==> config.mk <==
export PLATFORM = sky130hd
export DESIGN_NAME = ppid_ctrl
export DESIGN_NICKNAME = d
export VERILOG_FILES = /design/src/rtl/ppid_pkg.sv /design/src/rtl/ppid_ctrl.sv
export SDC_FILE = /design/constraint.sdc
export NUM_CORES = 1
export LEC_CHECK = 0
export ABC_AREA = 1
export BUFFER_PORTS_ARGS = -buffer_cell sky130_fd_sc_hd__buf_2
export CORE_MARGIN = 2
export CORE_UTILIZATION = 40
export DETAILED_ROUTE_END_ITERATION = 8
export GPL_TIMING_DRIVEN = 0
export SLEW_MARGIN = 20
export SYNTH_ARGS = -nofsm -noshare
export SYNTH_HDL_FRONTEND = slang
export SYNTH_SLANG_ARGS = --single-unit
==> constraint.sdc <==
create_clock -name clk -period 2.3 [get_ports clk]
set_input_delay 0.69 -clock clk [delete_from_list [all_inputs] [get_ports clk]]
set_output_delay 0.69 -clock clk [all_outputs]
set_load 0.01 [all_outputs]
==> src/rtl/ppid_pkg.sv <==
`timescale 1ns / 1ps
package ppid_pkg;

  // Field and datapath widths
  localparam int KW        = 32;             // Q16.16 gains
  localparam int GAIN_FRAC = 16;             // fraction bits of a gain
  localparam int PW        = 24;             // Q.8 pressure, setpoint, drive
  localparam int DTW       = 16;             // elapsed milliseconds
  localparam int LW        = 23;             // unsigned limits
  localparam int EW        = 25;             // error
  localparam int DFW       = 26;             // error difference
  localparam int IW        = 56;             // error integral
  localparam int ACC_W     = 56;             // term accumulator
  localparam int MUL_W     = 32;             // multiplier operand
  localparam int PROD_W    = 2 * MUL_W;      // multiplier product
  localparam int INC_W     = EW + DTW;       // |error| * elapsed_ms
  localparam int DM_W      = KW - 1 + DFW;   // |kd| * |difference|
  localparam int SCL_W     = DM_W + 10;      // times 1000
  localparam int WIDE_W    = 88;             // |ki| * |integral|
  localparam int TERM_W    = 53;             // saturated term magnitude

  // Shared divider: radix 16, DIV_BITS quotient bits per cycle
  localparam int DIV_W     = WIDE_W - GAIN_FRAC;
  localparam int DIV_BITS  = 4;
  localparam int DIV_STEPS = DIV_W / DIV_BITS;
  localparam int DIV_CNT_W = $clog2(DIV_STEPS);

  // Configuration port
  localparam int CFG_IDX_W = 3;
  localparam int CFG_DW    = 32;

  localparam logic [CFG_IDX_W-1:0] REG_KP    = 3'd0;
  localparam logic [CFG_IDX_W-1:0] REG_KI    = 3'd1;
  localparam logic [CFG_IDX_W-1:0] REG_KD    = 3'd2;
  localparam logic [CFG_IDX_W-1:0] REG_PMIN  = 3'd3;
  localparam logic [CFG_IDX_W-1:0] REG_PMAX  = 3'd4;
  localparam logic [CFG_IDX_W-1:0] REG_FMAX  = 3'd5;
  localparam logic [CFG_IDX_W-1:0] REG_OFFD  = 3'd6;
  localparam logic [CFG_IDX_W-1:0] REG_BAND  = 3'd7;

  localparam logic [PW-1:0] PMIN_RST = 24'h80_0000;
  localparam logic [PW-1:0] PMAX_RST = 24'h7F_FFFF;
  localparam logic [LW-1:0] FMAX_RST = 23'h7F_FFFF;
  localparam logic [LW-1:0] OFFD_RST = 23'd20480;   // 80.0
  localparam logic [LW-1:0] BAND_RST = 23'd5120;    // 20.0

  // Arithmetic constants
  localparam logic [DTW-1:0]    DIV_K      = 16'd1000;
  localparam logic [IW-1:0]     INTEG_HOLD = 56'd102400;   // 400.0
  localparam logic [EW-1:0]     ZERO_BAND  = 25'd128;      // 0.5
  localparam logic [TERM_W-1:0] TERM_LIM   = {1'b1, {(TERM_W-1){1'b0}}};

  typedef struct packed {
    logic signed [PW-1:0]  pressure;
    logic signed [PW-1:0]  setpoint;
    logic        [DTW-1:0] elapsed_ms;
  } in_item_t;

  typedef struct packed {
    logic signed [PW-1:0] drive;
    logic                 out_of_range;
  } out_item_t;

  // Datapath operations issued by the controller
  typedef enum logic [4:0] {
    OP_NONE,
    OP_LOAD,
    OP_EVAL,
    OP_MUL_INC,
    OP_INTEG,
    OP_MUL_P,
    OP_ADD_P,
    OP_MUL_ILO,
    OP_MUL_IHI,
    OP_I_SUM,
    OP_DIV_I,
    OP_ADD_I,
    OP_MUL_D,
    OP_SCALE_D,
    OP_DIV_D,
    OP_ADD_D,
    OP_OFFSET,
    OP_CLAMP,
    OP_WRITE
  } dp_op_t;

  typedef struct packed {
    logic in_range;
    logic dt_zero;
    logic div_done;
  } dp_status_t;

endpackage

==> src/rtl/ppid_ctrl.sv <==
`timescale 1ns / 1ps
module ppid_ctrl import ppid_pkg::*; (
  input  logic       clk,
  input  logic       rst,
  input  logic       in_valid,
  output logic       in_ready,
  output logic       out_valid,
  input  logic       out_ready,
  input  dp_status_t status,
  output dp_op_t     op
);

  typedef enum logic [4:0] {
    S_IDLE,
    S_EVAL,
    S_MUL_INC,
    S_INTEG,
    S_MUL_P,
    S_ADD_P,
    S_MUL_ILO,
    S_MUL_IHI,
    S_I_SUM,
    S_DIV_I,
    S_WAIT_I,
    S_ADD_I,
    S_MUL_D,
    S_SCALE_D,
    S_DIV_D,
    S_WAIT_D,
    S_ADD_D,
    S_OFFSET,
    S_CLAMP,
    S_WRITE
  } state_t;

  state_t state, state_next;
  logic   slot_free;

  assign in_ready  = (state == S_IDLE);
  assign slot_free = !out_valid || out_ready;

  always_comb begin
    state_next = state;
    op         = OP_NONE;
    unique case (state)
      S_IDLE: begin
        if (in_valid) begin
          op         = OP_LOAD;
          state_next = S_EVAL;
        end
      end
      S_EVAL: begin
        op         = OP_EVAL;
        state_next = status.in_range ? S_MUL_INC : S_WRITE;
      end
      S_MUL_INC: begin
        op         = OP_MUL_INC;
        state_next = S_INTEG;
      end
      S_INTEG: begin
        op         = OP_INTEG;
        state_next = S_MUL_P;
      end
      S_MUL_P: begin
        op         = OP_MUL_P;
        state_next = S_ADD_P;
      end
      S_ADD_P: begin
        op         = OP_ADD_P;
        state_next = S_MUL_ILO;
      end
      S_MUL_ILO: begin
        op         = OP_MUL_ILO;
        state_next = S_MUL_IHI;
      end
      S_MUL_IHI: begin
        op         = OP_MUL_IHI;
        state_next = S_I_SUM;
      end
      S_I_SUM: begin
        op         = OP_I_SUM;
        state_next = S_DIV_I;
      end
      S_DIV_I: begin
        op         = OP_DIV_I;
        state_next = S_WAIT_I;
      end
      S_WAIT_I: begin
        if (status.div_done) begin
          state_next = S_ADD_I;
        end
      end
      S_ADD_I: begin
        op         = OP_ADD_I;
        state_next = status.dt_zero ? S_OFFSET : S_MUL_D;
      end
      S_MUL_D: begin
        op         = OP_MUL_D;
        state_next = S_SCALE_D;
      end
      S_SCALE_D: begin
        op         = OP_SCALE_D;
        state_next = S_DIV_D;
      end
      S_DIV_D: begin
        op         = OP_DIV_D;
        state_next = S_WAIT_D;
      end
      S_WAIT_D: begin
        if (status.div_done) begin
          state_next = S_ADD_D;
        end
      end
      S_ADD_D: begin
        op         = OP_ADD_D;
        state_next = S_OFFSET;
      end
      S_OFFSET: begin
        op         = OP_OFFSET;
        state_next = S_CLAMP;
      end
      S_CLAMP: begin
        op         = OP_CLAMP;
        state_next = S_WRITE;
      end
      S_WRITE: begin
        // hold the finished result until the output register frees up
        if (slot_free) begin
          op         = OP_WRITE;
          state_next = S_IDLE;
        end
      end
      default: state_next = S_IDLE;
    endcase
  end

  always_ff @(posedge clk) begin
    if (rst) begin
      state     <= S_IDLE;
      out_valid <= 1'b0;
    end else begin
      state <= state_next;
      if (op == OP_WRITE) begin
        out_valid <= 1'b1;
      end else if (out_ready) begin
        out_valid <= 1'b0;
      end
    end
  end

  // Divider answer arrives a fixed time after its start
  a_div_latency: assert property (@(posedge clk) disable iff (rst)
    (state == S_DIV_I) |-> ##(DIV_STEPS + 1) status.div_done)
    else $error("divider result not ready when expected");

  // A pending result is never overwritten by the next one
  a_no_overwrite: assert property (@(posedge clk) disable iff (rst)
    (state == S_WRITE && out_valid && !out_ready) |=> (state == S_WRITE))
    else $error("result written while output beat still pending");

endmodule

==> run_results.csv, run 1 <==
group,metric,value,unit
route,ant_nets,0,
synthesis,syn-cell-area,601,µm²
synthesis,synthCells,105,
route,first_pass_iters,4,
run,maxCapViolCount,0,
clocking,path_clk_slew,0.04,ns
min_path,hp-class,"flip-flop to flip-flop",
layout,post-route-util,54.5,%
sta,finalHoldViolCount,0,
critical_path,crit_path_end_kind,"primary output",
global_routing,grt_pass1_wl,2.57,mm
pwr,p_leak,0.393,nW
sta,final-setup-viol-count,0,
critical_path,cp_cell_sequence,"inv_2, nand2_2, nand2_1, nand2_1, nand3_1, or3_1, buf_2",
die,initial_core_util,44.5,%
synthesis,synth.cells.most_frequent,"nand2_1, nor2_1, inv_1",
synthesis,synth_top_area_share,20.0,%
clocking,cts_buffers,3,
critical_path,cp.required,1.61,ns
die,coreArea,1350,µm²
synthesis,synth_edf_count,0,
synthesis,synth.most_common_cell,"nand2_1",
die,dieHeight,42.8,µm
global_routing,grt_overflow,0,
place,port_buffers,13,
layout,antenna_cells,0,
route,wl_per_cell,11.6,µm
sta,skew,0.000529,ns
layout,fillCellCount,149,
layout,layout.nets,130,
critical_path,crit_fanout,5,
sta,finalCriticalPeriod,2.22,ns
sta,drv_slew,0,
layout,areaGrowthSynthToFinish,22.5,%
route,finalWirelength,1.57,mm
sta,fin_crit_sh,96.5,%
sta,fmax,451,MHz
sta,fin_tns_setup,0,ns
place,dp_hpwl,1.23,mm
route,drtIter0Drc,22,
critical_path,cp_common_cell,"nand2_1",
synthesis,synth.yosys.seq_area_share,20.0,%
die,rows,13,
clocking,htreeDepth,1,
global_routing,track_usage,18.5,%
sta,grt_setup_unrepaired,"false",
critical_path,crit_arrival,1.53,ns
layout,final_cells,136,
synthesis,synth_area_leaders,"dfxtp_1, nand2_1, nand3_1, nor2_1, inv_1",
synthesis,yosysWarningCount,0,
global_routing,grt_max_degree,11,
critical_path,critPathLaunchType,"flip-flop",
clocking,root_buffer,"clkbuf_4",
status,status,"finished clean",
clocking,worstSkewPairLatency,0.25,ns
synthesis,synth_cell_types,22,
die,die_area,1830,µm²
critical_path,criticalPathCategory,"flip-flop to primary output",
clocking,clock_path_buffers,2,
sta,worstMarginPinSlew,0.296,ns
route,via_per_inst,5.30,
critical_path,cp_slowest_cell,"dfxtp_4",
route,drc,0,
clocking,hold_buffers,0,
synthesis,syn_avg_cell_area,5.72,µm²
clocking,cts_tree,"built",
synthesis,syn_nets,112,
place,dpl.cell_count,133,
pwr,peakVddDrop,0.000470,V
route,vias,721,
synthesis,ys_seq_elements,6,
synthesis,yosysTopAreaCell,"dfxtp_1",
global_routing,antenna_found_initial,0,
sta,hold_slack,0.547,ns
sta,slew_headroom,80.2,%
synthesis,synthArstFlopShare,0,%
global_routing,grt_pass1_vias,621,
synthesis,ys.flop_type,"dfxtp_1",
die,die_x,42.8,µm
clocking,cts.sinks,6,
place,gp_congestion,0.933,
pwr,p_per_area,745,nW/µm²
die,pin_count,14,
layout,drive_gt1_share,31.4,%
critical_path,slowest_delay,0.37,ns
state kept, by name, indices dropped and copies added (netlist names):
name and count:
out_valid 1, state 5
critical path, delay by kind of cell, from the launching register on:
kind / cells / cell delay (ns)
DFF: 1 / 0.37
buffers and inverters: 2 / 0.19
and+or+nand+nor: 5 / 0.71
layer usage:
layer	wire length (µm)	vias up	GRT usage, %
met5	0	-	0
met1	813	315	25.1
met4	28	0	11.3
met3	58	4	1.28
li1	-	382	-
met2	670	20	28.2
path summary, 6_finish.rpt:
path            start  endpoint  slack (ns)  cells after the start
max reg2reg  state[3]  state[0]        0.90                      8
min          state[0]  state[0]        0.55                      2
max          state[0]     op[2]        0.08                      7
min reg2reg  state[0]  state[0]        0.55                      2
placed cells by master (no fill, tap or decap), drive strengths merged, types with 2 or more instances in the layout:
cell type   n
o21ai       7
nor3        4
o22ai       2
buf        15
clkbuf      3
nand4       3
nor2       18
nand3      12
nand2      25
a21oi       5
inv        17
dfxtp       6
per-stage QoR:
stage	setup slack (ns)	power [W]	instance area [µm²]
final	0.0808	0.000548	736
after global routing	0.00953	0.000594	736
after CTS	0.0382	0.000529	707
after detailed placement	0.165	0.000430	684
after global placement	0.161	0.000430	684
after floorplan	0.455	0.000346	601
area by class of cell:
cell class                 instances  area [µm²]  area share (%)
inverter                          17        63.8            8.67
sequential                         6         126            17.2
clock buffer                       3        22.5            3.06
timing repair buffer              13        65.1            8.84
multi-input combinational         80         420            57.1
tap                               15        18.8            2.55
buffer                             2        18.8            2.55
cell families after synthesis:
group	count (synthesis)	share of synthesized area [%]
flops	6	20.0
compound gates	17	16.7
buf+inv	19	13.8
simple gates	63	49.6
timing repair:
item,CTS,global route
setup endpoints to repair,0,4
resized for setup,0,10
setup buffers,0,0
power by group:
group | total (W) | switching, W | internal, W | leakage (nW)
combinational | 0.000305 | 0.000194 | 0.000111 | 0.329
clock | 0.0000988 | 0.0000397 | 0.0000591 | 0.0138
sequential | 0.000144 | 0.0000193 | 0.000125 | 0.0503
total | 0.000548 | 0.000253 | 0.000295 | 0.393
No activity file was read; power rests on OpenSTA's default activity.
==> run 2, diff against run 1 <==
--- a/config.mk
+++ b/config.mk
@@ -11,6 +11,7 @@
 export CORE_UTILIZATION = 40
 export DETAILED_ROUTE_END_ITERATION = 8
 export GPL_TIMING_DRIVEN = 0
+export SETUP_SLACK_MARGIN = 0.15
 export SLEW_MARGIN = 20
 export SYNTH_ARGS = -nofsm -noshare
 export SYNTH_HDL_FRONTEND = slang
==> run_results.csv, run 2 (synthesized netlist as in run 1, its figures left out) <==
group,metric,value,unit
place,dp_hpwl,1.23,mm
min_path,whs_path_depth,2,
sta,finalCriticalPeriod,2.17,ns
route,finalWirelength,1.78,mm
sta,fin_ws,0.135,ns
sta,grt_setup_unrepaired,"true",
layout,top_regs,"state: 5 flops, out_valid: 1 flops",
layout,multi_input_area,482,µm²
min_path,hp-class,"flip-flop to flip-flop",
global_routing,grt_max_degree,11,
status,status,"finished clean",
global_routing,grt_pass1_vias,646,
place,port_buffers,13,
clocking,root_buffer,"clkbuf_4",
critical_path,rr_worst_depth,8,
global_routing,grt_pass1_wl,2.66,mm
critical_path,criticalPathCategory,"flip-flop to primary output",
clocking,clock_path_buffers,2,
sta,finalHoldViolCount,0,
die,rows,13,
pwr,peakVddDrop,0.000501,V
route,wl_per_cell,12.7,µm
route,ant_nets,0,
layout,regMostFlops,"state",
place,dpl.cell_count,133,
layout,areaGrowthSynthToFinish,38.3,%
sta,fmax,462,MHz
layout,antenna_cells,0,
route,wl_met2,849,µm
place,pre_cts_ws,0.165,ns
pwr,p_leak,0.437,nW
critical_path,cp.required,1.61,ns
clocking,path_clk_slew,0.04,ns
clocking,worstSkewPairLatency,0.24,ns
layout,regArea,131,µm²
clocking,cts_tree,"built",
global_routing,grt_overflow,0,
sta,skew,0.00139,ns
sta,fin_crit_sh,94.1,%
sta,slew_headroom,79.9,%
layout,drive_gt1_share,44.8,%
die,die_area,1830,µm²
layout,fillCellCount,144,
critical_path,r2r_slack,0.94,ns
sta,drv_slew,0,
pwr,p_per_area,737,nW/µm²
sta,fin_tns_setup,0,ns
layout,largest_register_ffs,5,
place,gp_congestion,0.933,
sta,hold_slack,0.557,ns
critical_path,critPathLaunchType,"flip-flop",
route,top_layer_used,"met4",
critical_path,crit_arrival,1.48,ns
layout,final_common_cell,"nand2_1",
sta,worstMarginPinSlew,0.300,ns
min_path,hold_start,"state[0]",
route,wl_met1,804,µm
route,met3_length,100,µm
die,initial_core_util,44.5,%
clocking,cts.sinks,6,
route,first_pass_iters,4,
global_routing,track_usage,19.0,%
layout,mostFrequentLayoutCells,"nand2_1, buf_2, nand3_1",
run,maxCapViolCount,0,
pwr,p_total,0.000612,W
layout,layout.nets,134,
clocking,cts_buffers,3,
min_path,hold_end,"state[0]",
global_routing,antenna_found_initial,0,
route,drc,0,
die,dieHeight,42.8,µm
clocking,hold_buffers,0,
critical_path,crit_path_end_kind,"primary output",
route,drtIter0Drc,25,
critical_path,crit_fanout,4,
route,via_per_inst,5.62,
critical_path,crit-reg2reg-capture,"state[0]",
die,die_x,42.8,µm
sta,final-setup-viol-count,0,
clocking,htreeDepth,1,
route,vias,787,
die,coreArea,1350,µm²
layout,final_cells,140,
critical_path,r2r-start,"state[3]",
die,pin_count,14,
run 2: cell types whose count changed in the layout (fill, tap and decap cells not counted), moves of 3 or more:
| cell | delta |
|---|---|
| nor2_1 | -7 |
| inv_1 | -3 |
| nand2_4 | +3 |
| nor2_2 | +8 |
run 2: area by class of cell:
type | count | share of cell area, %
clock buffer | 3 | 2.71
inverter | 17 | 7.98
multi-input combinational | 81 | 58.0
sequential | 6 | 15.8
tap | 15 | 2.26
buffer | 2 | 2.71
timing repair buffer | 16 | 10.5
run 2: routing by layer:
layer | vias up | global-route usage [%]
li1 | 389 | -
met1 | 362 | 25.6
met2 | 32 | 29.1
met3 | 4 | 1.28
met4 | 0 | 11.9
met5 | - | 0
run 2: where the power goes:
| group | internal, W | total, W | switching [W] |
|---|---|---|---|
| clock | 0.0000590 | 0.0000962 | 0.0000373 |
| sequential | 0.000127 | 0.000157 | 0.0000295 |
| combinational | 0.000137 | 0.000360 | 0.000222 |
run 2: worst max-delay path by stage:
stage               endpoint  depth (start not counted)  slack, ns  startpoint
floorplan              op[1]                          4       0.46   out_ready
global placement       op[1]                          6       0.16   out_ready
CTS                    op[2]                          7       0.10    state[0]
global route           op[2]                          7       0.08    state[1]
finish                 op[2]                          7       0.13    state[1]
detailed placement     op[1]                          6       0.16   out_ready
run 2: critical path, stage by stage, from the launching register on:
cell	delay, ns
dfxtp_4	0.39
inv_2	0.05
nand2_2	0.09
nand2_2	0.08
nand2_2	0.08
nand3_2	0.09
or3_1	0.31
buf_2	0.14
run 2: through the flow:
step	instance area, µm²	utilization, %
3_5_place_dp	684	50.7
4_1_cts	726	53.8
2_1_floorplan	601	-
5_1_grt	831	61.5
3_3_place_gp	684	50.7
6_report	831	61.5
run 2: what timing repair did:
item | 4_1_cts | 5_1_grt
buffers inserted | 0 | 3
endpoints found under the setup margin | 4 | 5
gates cloned | 0 | 1
pin swaps | 0 | 5
resized for setup | 7 | 25
==> run 3, diff against run 2 <==
==> constraint.sdc (replaced) <==
create_clock -name clk -period 2.3 [get_ports clk]
set_input_delay 0.69 -clock clk [delete_from_list [all_inputs] [get_ports clk]]
set_output_delay 0.69 -clock clk [all_outputs]
set_load 0.1 [all_outputs]
==> run_results.csv, run 3 (synthesized netlist as in run 1, its figures left out) <==
group,metric,value,unit
status,status,"finished clean",
clocking,path_clk_slew,0.05,ns
critical_path,cp_slowest_cell,"dfxtp_1",
clocking,cts_buffers,3,
sta,finalCriticalPeriod,2.28,ns
layout,top_regs,"state: 5 flops, out_valid: 1 flops",
min_path,whs_path_depth,2,
die,die_area,1830,µm²
sta,final-setup-viol-count,0,
critical_path,criticalPathCategory,"flip-flop to primary output",
route,via_per_inst,5.93,
layout,layout.nets,139,
pwr,peakVddDrop,0.000618,V
critical_path,rr_worst_depth,8,
critical_path,crit_path_end_kind,"primary output",
critical_path,slowest_delay,0.31,ns
clocking,hold_buffers,0,
critical_path,critPathLaunchType,"flip-flop",
clocking,root_buffer,"clkbuf_4",
layout,post-route-util,79.9,%
place,port_buffers,13,
global_routing,grt_pass1_vias,781,
route,drtIter0Drc,38,
layout,regMostFlops,"state",
sta,finalHoldViolCount,0,
critical_path,cp.required,1.61,ns
layout,drive_gt1_share,54.2,%
route,ant_nets,0,
route,drc,0,
route,vias,866,
global_routing,track_usage,23.3,%
sta,fin_crit_sh,99.0,%
place,dp_hpwl,1.28,mm
die,die_x,42.8,µm
layout,largest_register_ffs,5,
clocking,worstSkewPairLatency,0.24,ns
pwr,p_leak,0.512,nW
sta,worstMarginPinSlew,0.490,ns
layout,antenna_cells,0,
die,rows,13,
route,finalWirelength,2.18,mm
die,initial_core_util,44.5,%
place,pre_cts_ws,-0.120,ns
critical_path,cp_cell_sequence,"buf_6, nand2_1, nor2_2, nand2_1, inv_1, nor2_1, o2111ai_4, buf_12",
clocking,cts.sinks,6,
pwr,p_per_area,1090,nW/µm²
sta,slew_headroom,67.5,%
layout,areaGrowthSynthToFinish,79.6,%
global_routing,antenna_found_initial,0,
global_routing,grt_overflow,0,
sta,skew,0.00848,ns
clocking,cts_tree,"built",
sta,drv_slew,0,
route,wl_per_cell,14.9,µm
clocking,htreeDepth,1,
sta,grt_setup_unrepaired,"true",
min_path,hp-class,"flip-flop to flip-flop",
clocking,clock_path_buffers,2,
critical_path,crit_fanout,7,
place,gp_congestion,0.855,
sta,fin_ws,0.0234,ns
die,dieHeight,42.8,µm
run,maxCapViolCount,0,
layout,final_common_cell,"nand2_1",
critical_path,crit_arrival,1.59,ns
critical_path,cp_common_cell,"nand2_1",
die,pin_count,14,
critical_path,r2r_slack,0.85,ns
global_routing,grt_max_degree,11,
die,coreArea,1350,µm²
global_routing,grt_pass1_wl,3.25,mm
sta,fmax,439,MHz
route,first_pass_iters,4,
layout,mostFrequentLayoutCells,"nand2_1, nand3_1, inv_1",
==> run 3: metal layers <==
| metal | vias to the layer above | wire length [µm] | global-route usage [%] |
|---|---|---|---|
| li1 | 398 | - | - |
| met1 | 401 | 883 | 26.2 |
| met2 | 57 | 1110 | 40.0 |
| met3 | 10 | 109 | 5.11 |
| met4 | 0 | 79 | 12.5 |
| met5 | - | 0 | 0 |
==> run 3: path summary, 6_finish.rpt <==
path,start,to
setup / recovery,state[3],op[3]
setup reg to reg,state[3],state[4]
hold reg to reg,state[0],state[0]
hold / removal,state[0],state[0]
==> run 3: worst max-delay path: cells and delay by family, from the launching register on <==
kind                   cells  cell delay, ns
AOI/OAI and AO/OA          1            0.11
buffers and inverters      3            0.45
DFF                        1            0.31
and+or+nand+nor            4            0.47
==> run 3: final cells by class <==
cell class,count,area [µm²]
multi-input cells,80,576
fillers,92,272
repair buffers,22,226
flip-flops and latches,6,135
inverters,17,73.8
clock buffers,4,26.3
plain buffers,2,22.5
well taps,15,18.8
==> run 3: power breakdown <==
| part | internal [W] | switching [W] | leakage [nW] |
|---|---|---|---|
| registers | 0.000126 | 0.0000454 | 0.0517 |
| logic | 0.000315 | 0.000595 | 0.445 |
| clock network | 0.0000654 | 0.0000337 | 0.0150 |
==> run 3: through the flow <==
step	area, µm²	instances	hold WS, ns	setup TNS, ns	total power [W]
final	1080	146	0.602	0	0.00118
after global routing	1080	146	0.624	-0.0562	0.00123
after floorplan	668	105	0.522	-0.00435	0.000687
after detailed placement	752	133	0.556	-0.217	0.000771
after global placement	752	133	0.555	-0.240	0.000768
after CTS	996	143	0.578	0	0.00111
==> run 3: repair_timing <==
action / in CTS / in global routing
resized for setup: 53 / 14
pin swaps: 8 / 5
buffers inserted: 6 / 3
endpoints found under the setup margin: 6 / 6
endpoints found under the hold margin: 0 / 0
